### config.mk
export PLATFORM = sky130hd
export DESIGN_NAME = aedm_divider
export DESIGN_NICKNAME = d
export VERILOG_FILES = /design/src/rtl/aedm_pkg.sv /design/src/rtl/aedm_divider.sv
export SDC_FILE = /design/constraint.sdc
export NUM_CORES = 1
export LEC_CHECK = 0
export BUFFER_PORTS_ARGS = -buffer_cell sky130_fd_sc_hd__clkbuf_2
export CAP_MARGIN = 15
export CORE_ASPECT_RATIO = 2
export CORE_MARGIN = 4
export CORE_UTILIZATION = 60
export CTS_CLUSTER_DIAMETER = 40
export DETAILED_ROUTE_END_ITERATION = 8
export PLACE_DENSITY = 0.84
export SETUP_SLACK_MARGIN = 0.05
export SLEW_MARGIN = 15
export SYNTH_ARGS = -nofsm -noshare
export SYNTH_HDL_FRONTEND = slang
export SYNTH_SLANG_ARGS = --single-unit
### constraint.sdc
create_clock -name clock -period 6.5 [get_ports clock]
set_clock_uncertainty 0.1 [all_clocks]
set_input_delay 0 -clock clock [delete_from_list [all_inputs] [get_ports clock]]
set_output_delay 0 -clock clock [all_outputs]
set_load 0.005 [all_outputs]
### src/rtl/aedm_pkg.sv
// Shared types and constants for the audio echo delay mixer.
`default_nettype none

package aedm_pkg;

   // Stream and register widths.
   localparam int WORD_W   = 16;
   localparam int DELAY_W  = 15;
   localparam int VOL_W    = 16;
   localparam int CSR_IDX_W = 8;

   // Delay line geometry.
   localparam int MAX_DELAY  = 16384;
   localparam int RING_W     = $clog2(MAX_DELAY);
   localparam int FILL_W     = RING_W + 1;

   // Header layout: word count and the positions of the two 32-bit size fields.
   localparam int HDR_CNT_W = 5;
   localparam logic [HDR_CNT_W-1:0] HDR_WORDS = 5'd22;
   localparam logic [HDR_CNT_W-1:0] SIZE_LO_A = 5'd2;
   localparam logic [HDR_CNT_W-1:0] SIZE_HI_A = 5'd3;
   localparam logic [HDR_CNT_W-1:0] SIZE_LO_B = 5'd20;
   localparam logic [HDR_CNT_W-1:0] SIZE_HI_B = 5'd21;

   // Register indexes and reset values.
   localparam logic [CSR_IDX_W-1:0] CSR_DELAY  = 8'd0;
   localparam logic [CSR_IDX_W-1:0] CSR_VOLUME = 8'd1;
   localparam logic [DELAY_W-1:0]   DELAY_RESET  = 15'd8000;
   localparam logic [VOL_W-1:0]     VOLUME_RESET = 16'd4;

   // Width of the divider step counter, one quotient bit per step.
   localparam int DIV_CNT_W = $clog2(WORD_W);

   // Write command into the delay line.
   typedef struct packed {
      logic              en;
      logic [RING_W-1:0] addr;
      logic [WORD_W-1:0] data;
   } line_wr_type;

endpackage

`default_nettype wire

### src/rtl/aedm_divider.sv
// Bit-serial restoring divider: one quotient bit per cycle.
`default_nettype none

module aedm_divider (
   input  wire logic                      clock,
   input  wire logic                      reset,
   input  wire logic                      start,
   input  wire logic [aedm_pkg::WORD_W-1:0] dividend,
   input  wire logic [aedm_pkg::VOL_W-1:0]  divisor,
   output logic                           done,
   output logic [aedm_pkg::WORD_W-1:0]    quotient
);
   import aedm_pkg::*;

   logic                 busy_ff, busy_in;
   logic                 done_ff, done_in;
   logic [DIV_CNT_W-1:0] cnt_ff, cnt_in;
   logic [VOL_W-1:0]     rem_ff, rem_in;
   logic [WORD_W-1:0]    quo_ff, quo_in;
   logic [VOL_W-1:0]     dvs_ff, dvs_in;
   logic [VOL_W:0]       trial;
   logic [VOL_W:0]       diff;
   logic                 fits;

   // One trial subtraction: the next dividend bit shifts into the remainder.
   always_comb begin
      trial = {rem_ff, quo_ff[WORD_W-1]};
      diff  = trial - {1'b0, dvs_ff};
      fits  = (trial >= {1'b0, dvs_ff});
   end

   always_comb begin
      busy_in = busy_ff;
      done_in = 1'b0;
      cnt_in  = cnt_ff;
      rem_in  = rem_ff;
      quo_in  = quo_ff;
      dvs_in  = dvs_ff;
      if (start) begin
         busy_in = 1'b1;
         cnt_in  = '0;
         rem_in  = '0;
         quo_in  = dividend;
         dvs_in  = divisor;
      end else if (busy_ff) begin
         rem_in = fits ? diff[VOL_W-1:0] : trial[VOL_W-1:0];
         quo_in = {quo_ff[WORD_W-2:0], fits};
         cnt_in = cnt_ff + 1'b1;
         if (cnt_ff == DIV_CNT_W'(WORD_W - 1)) begin
            busy_in = 1'b0;
            done_in = 1'b1;
         end
      end
   end

   // Control state is reset; the data shift registers are not.
   always_ff @(posedge clock) begin
      if (reset) begin
         busy_ff <= 1'b0;
         done_ff <= 1'b0;
         cnt_ff  <= '0;
      end else begin
         busy_ff <= busy_in;
         done_ff <= done_in;
         cnt_ff  <= cnt_in;
      end
      rem_ff <= rem_in;
      quo_ff <= quo_in;
      dvs_ff <= dvs_in;
   end

   assign done     = done_ff;
   assign quotient = quo_ff;

endmodule

`default_nettype wire

==> out/qor.csv <==
stage,metric,value,unit
critical_path,r2r_start,dvs_ff[9]$_DFFE_PP_,
global_route,grt_use_total,0.274,
timing,fmax,318,MHz
clocking,root_buffer,clkbuf_8,
critical_path,r2r_setup_slack,3.36,ns
place,pre_cts_slack,3.42,ns
power_and_ir_drop,internal_power,584,µW
floorplan,rows,36,
cells_and_area,layout_commonest_cell,clkbuf_2,
timing,post-route-period-util,0.483,
timing,fin_tns_setup,0,ns
power_and_ir_drop,clkPwrFrac,0.243,
critical_path,worst_ep_arrival_time,3.29,ns
synthesis,netlist_instances,310,
cells_and_area,fin_cells,446,
power_and_ir_drop,switching_power,258,µW
synthesis,avgSynthCellArea,10.1,µm²
clocking,cts_tree,yes,
timing,whs,0.189,ns
synthesis,synth_area_leaders,"edfxtp_1, dfxtp_1, ha_1",
clocking,clkTransAtPathRegs,0.10,ns
timing,rsz0062_at_grt,false,
power_and_ir_drop,p_comb_frac,0.269,
critical_path,crit_start,dvs_ff[9]$_DFFE_PP_,
floorplan,initial_core_util,0.630,
timing,finalHoldViolations,0,
synthesis,synth-edff-count,32,
detailed_routing,drt-vias-per-instance,6.02,
clocking,clkSinkCount,54,
place,dpl.hpwl,5.04,mm
floorplan,io-pin-count,52,
worst_hold_path,hold_class,in2reg,
power_and_ir_drop,pwr_density_cell,221,mW/mm²
synthesis,syn_nets,363,
global_route,grt_remaining_overflow,0,
critical_path,critPathKind,reg2reg,
global_route,grt_pass1_vias,2926,
floorplan,core,0.00495,mm²
critical_path,critical_path.endpoint_type,flop,
clocking,clk_latency,0.33,ns
synthesis,synth_flop_cell,edfxtp_1,
timing,slew-limit-headroom,0.491,
detailed_routing,drc,0,
synthesis,ys_seq_area_frac,0.449,
power_and_ir_drop,pwr-share-seq,0.488,
cells_and_area,stdcell_area,0.00381,mm²
detailed_routing,num_vias,2686,
critical_path,r2r_cells,8,
floorplan,chipWidth,59.0,µm
power_and_ir_drop,power.share.switching,0.307,
power_and_ir_drop,vdd_drop_max,0.000207,V
global_route,grt_max_degree,53,
worst_hold_path,min_path_cells,3,
cells_and_area,area_growth,22.1,%
synthesis,yosys.area.top_type,edfxtp_1,
detailed_routing,ant_nets,0,
synthesis,ys_warn_count,0,
timing,final_max_slew_viol_count,0,
timing,fin_crit,3.14,ns
place,numPortBuffers,51,
clocking,clockBufferDepth,2,
critical_path,crit_path_max_fanout,24,
timing,setup_violations,0,
detailed_routing,drt_iter0_drc,126,
critical_path,required,6.64,ns
detailed_routing,routed_wirelength,8.05,mm
worst_hold_path,min_to,rem_ff[4]$_SDFFE_PP0P_,
cells_and_area,nNetsFinal,441,
synthesis,syn-cell-area,0.00312,mm²
clocking,numCtsBuffers,5,
place,dpl_cell_area,0.00339,mm²
place,gp_congestion,0.934,
critical_path,timing.rr.end,rem_ff[0]$_SDFFE_PP0P_,
floorplan,die_h,110,µm
clocking,htree_levels,2,
cells_and_area,drive_above_1_share,0.206,
detailed_routing,wl_per_cell,18.0,µm
worst_hold_path,min-delay-start,start,
cells_and_area,fill_cells,329,
synthesis,ys_ff_latch,54,
synthesis,yosysTopAreaCellShare,0.308,
cells_and_area,num_antenna_cells,0,
cells_and_area,final_cell_mix,"clkbuf_2, dlygate4sd3_1, edfxtp_1, nor2_1, inv_1",
critical_path,crit_path_start_kind,flop,
synthesis,synthArstFlopShare,0,
detailed_routing,drtPass1Iterations,4,
place,dp.cells,405,
synthesis,post_synth_num_cell_types,56,
floorplan,design.die.area,0.00649,mm²
global_route,grt_first_pass_wirelength,13.4,mm
run_status,status,completed,
timing,setup_slack,3.36,ns
global_route,antenna_found_initial,0,
power_and_ir_drop,power_leakage,0.00160,µW
timing,worst_slew_pin_slew,0.763,ns
flow_run,cap_viol_max_count,0,
==> stage by stage <==
| stage | total power [µW] | utilization |
|---|---|---|
| 3_3_place_gp | 613 | 0.684 |
| 6_report | 842 | 0.769 |
| 2_1_floorplan | 564 | - |
| 4_1_cts | 829 | 0.769 |
| 5_1_grt | 879 | 0.769 |
| 3_5_place_dp | 619 | 0.684 |
==> sequential cells by signal, summed over array words and instances (netlist names) <==
register / flops
dvs_ff: 16
done: 1
rem_ff: 16
quotient: 16
busy_ff: 1
cnt_ff: 4
==> logic make-up (layout without fill, tap and decap cells) <==
group	after synthesis	count (layout)	synth area share
AND/OR/NAND/NOR	88	88	0.141
AO/OA/AOI/OAI	77	77	0.171
flip-flops	54	54	0.449
buffers and inverters	39	118	0.0525
multiplexers	24	24	0.0838
adder cells (fa/ha/maj)	18	18	0.0745
XOR/XNOR	10	10	0.0281
==> how the worst max path moves through the flow <==
stage	endpoint	slack [ns]
after floorplan	rem_ff[14]$_SDFFE_PP0P_	4.00
after global placement	rem_ff[0]$_SDFFE_PP0P_	3.48
after detailed placement	rem_ff[0]$_SDFFE_PP0P_	3.42
after CTS	rem_ff[0]$_SDFFE_PP0P_	3.39
after global routing	rem_ff[0]$_SDFFE_PP0P_	3.21
final	rem_ff[0]$_SDFFE_PP0P_	3.36
==> Yosys cell counts (all sizes together) (10+ instances only) <==
cell type	n
inv	23
dfxtp	22
buf	10
mux2	17
a21oi	20
nand2b	10
ha	17
nand2	14
nor2	31
edfxtp	32
o21ai	13
==> power groups by stage <==
stage | Clock [µW] | Combinational, µW | Sequential, µW
6_report | 205 | 226 | 411
2_1_floorplan | 0 | 150 | 414
5_1_grt | 216 | 249 | 414
4_1_cts | 200 | 220 | 409
3_5_place_dp | 0 | 203 | 416
3_3_place_gp | 0 | 198 | 415
==> layout make-up <==
type                    count  area, µm²  area share
flip-flops and latches     54       1400       0.368
repair buffers             86        601       0.158
clock buffers               7       86.3      0.0227
inverters                  24       90.1      0.0236
clock inverters             1       5.00     0.00131
multi-input cells         217       1560       0.408
well taps                  57       71.3      0.0187
==> metal layers <==
metal	GRT usage	share of wire	vias to the layer above	wire (µm)
met2	0.508	0.56	105	4510
met3	0.0524	0.049	32	392
met5	0	0	-	0
li1	-	-	1294	-
met1	0.266	0.34	1255	2760
met4	0.170	0.048	0	386
==> what timing repair did <==
action | in CTS | in global routing
setup endpoints to repair | 0 | 0
gates resized for setup | 0 | 0
hold buffers | 33 | 0
hold endpoints to repair | 38 | 0
buffers inserted | 0 | 0
==> worst max-delay path: stages (launching register included) <==
cell and delay [ns]:
edfxtp_1 0.34, inv_1 0.04, ha_1 0.41, nand4_1 0.17, or4_1 0.55, and4_4 0.18, a31oi_4 0.64, mux2_2 0.42
a211oi_1 0.21
(Power assumes the default switching activity.)
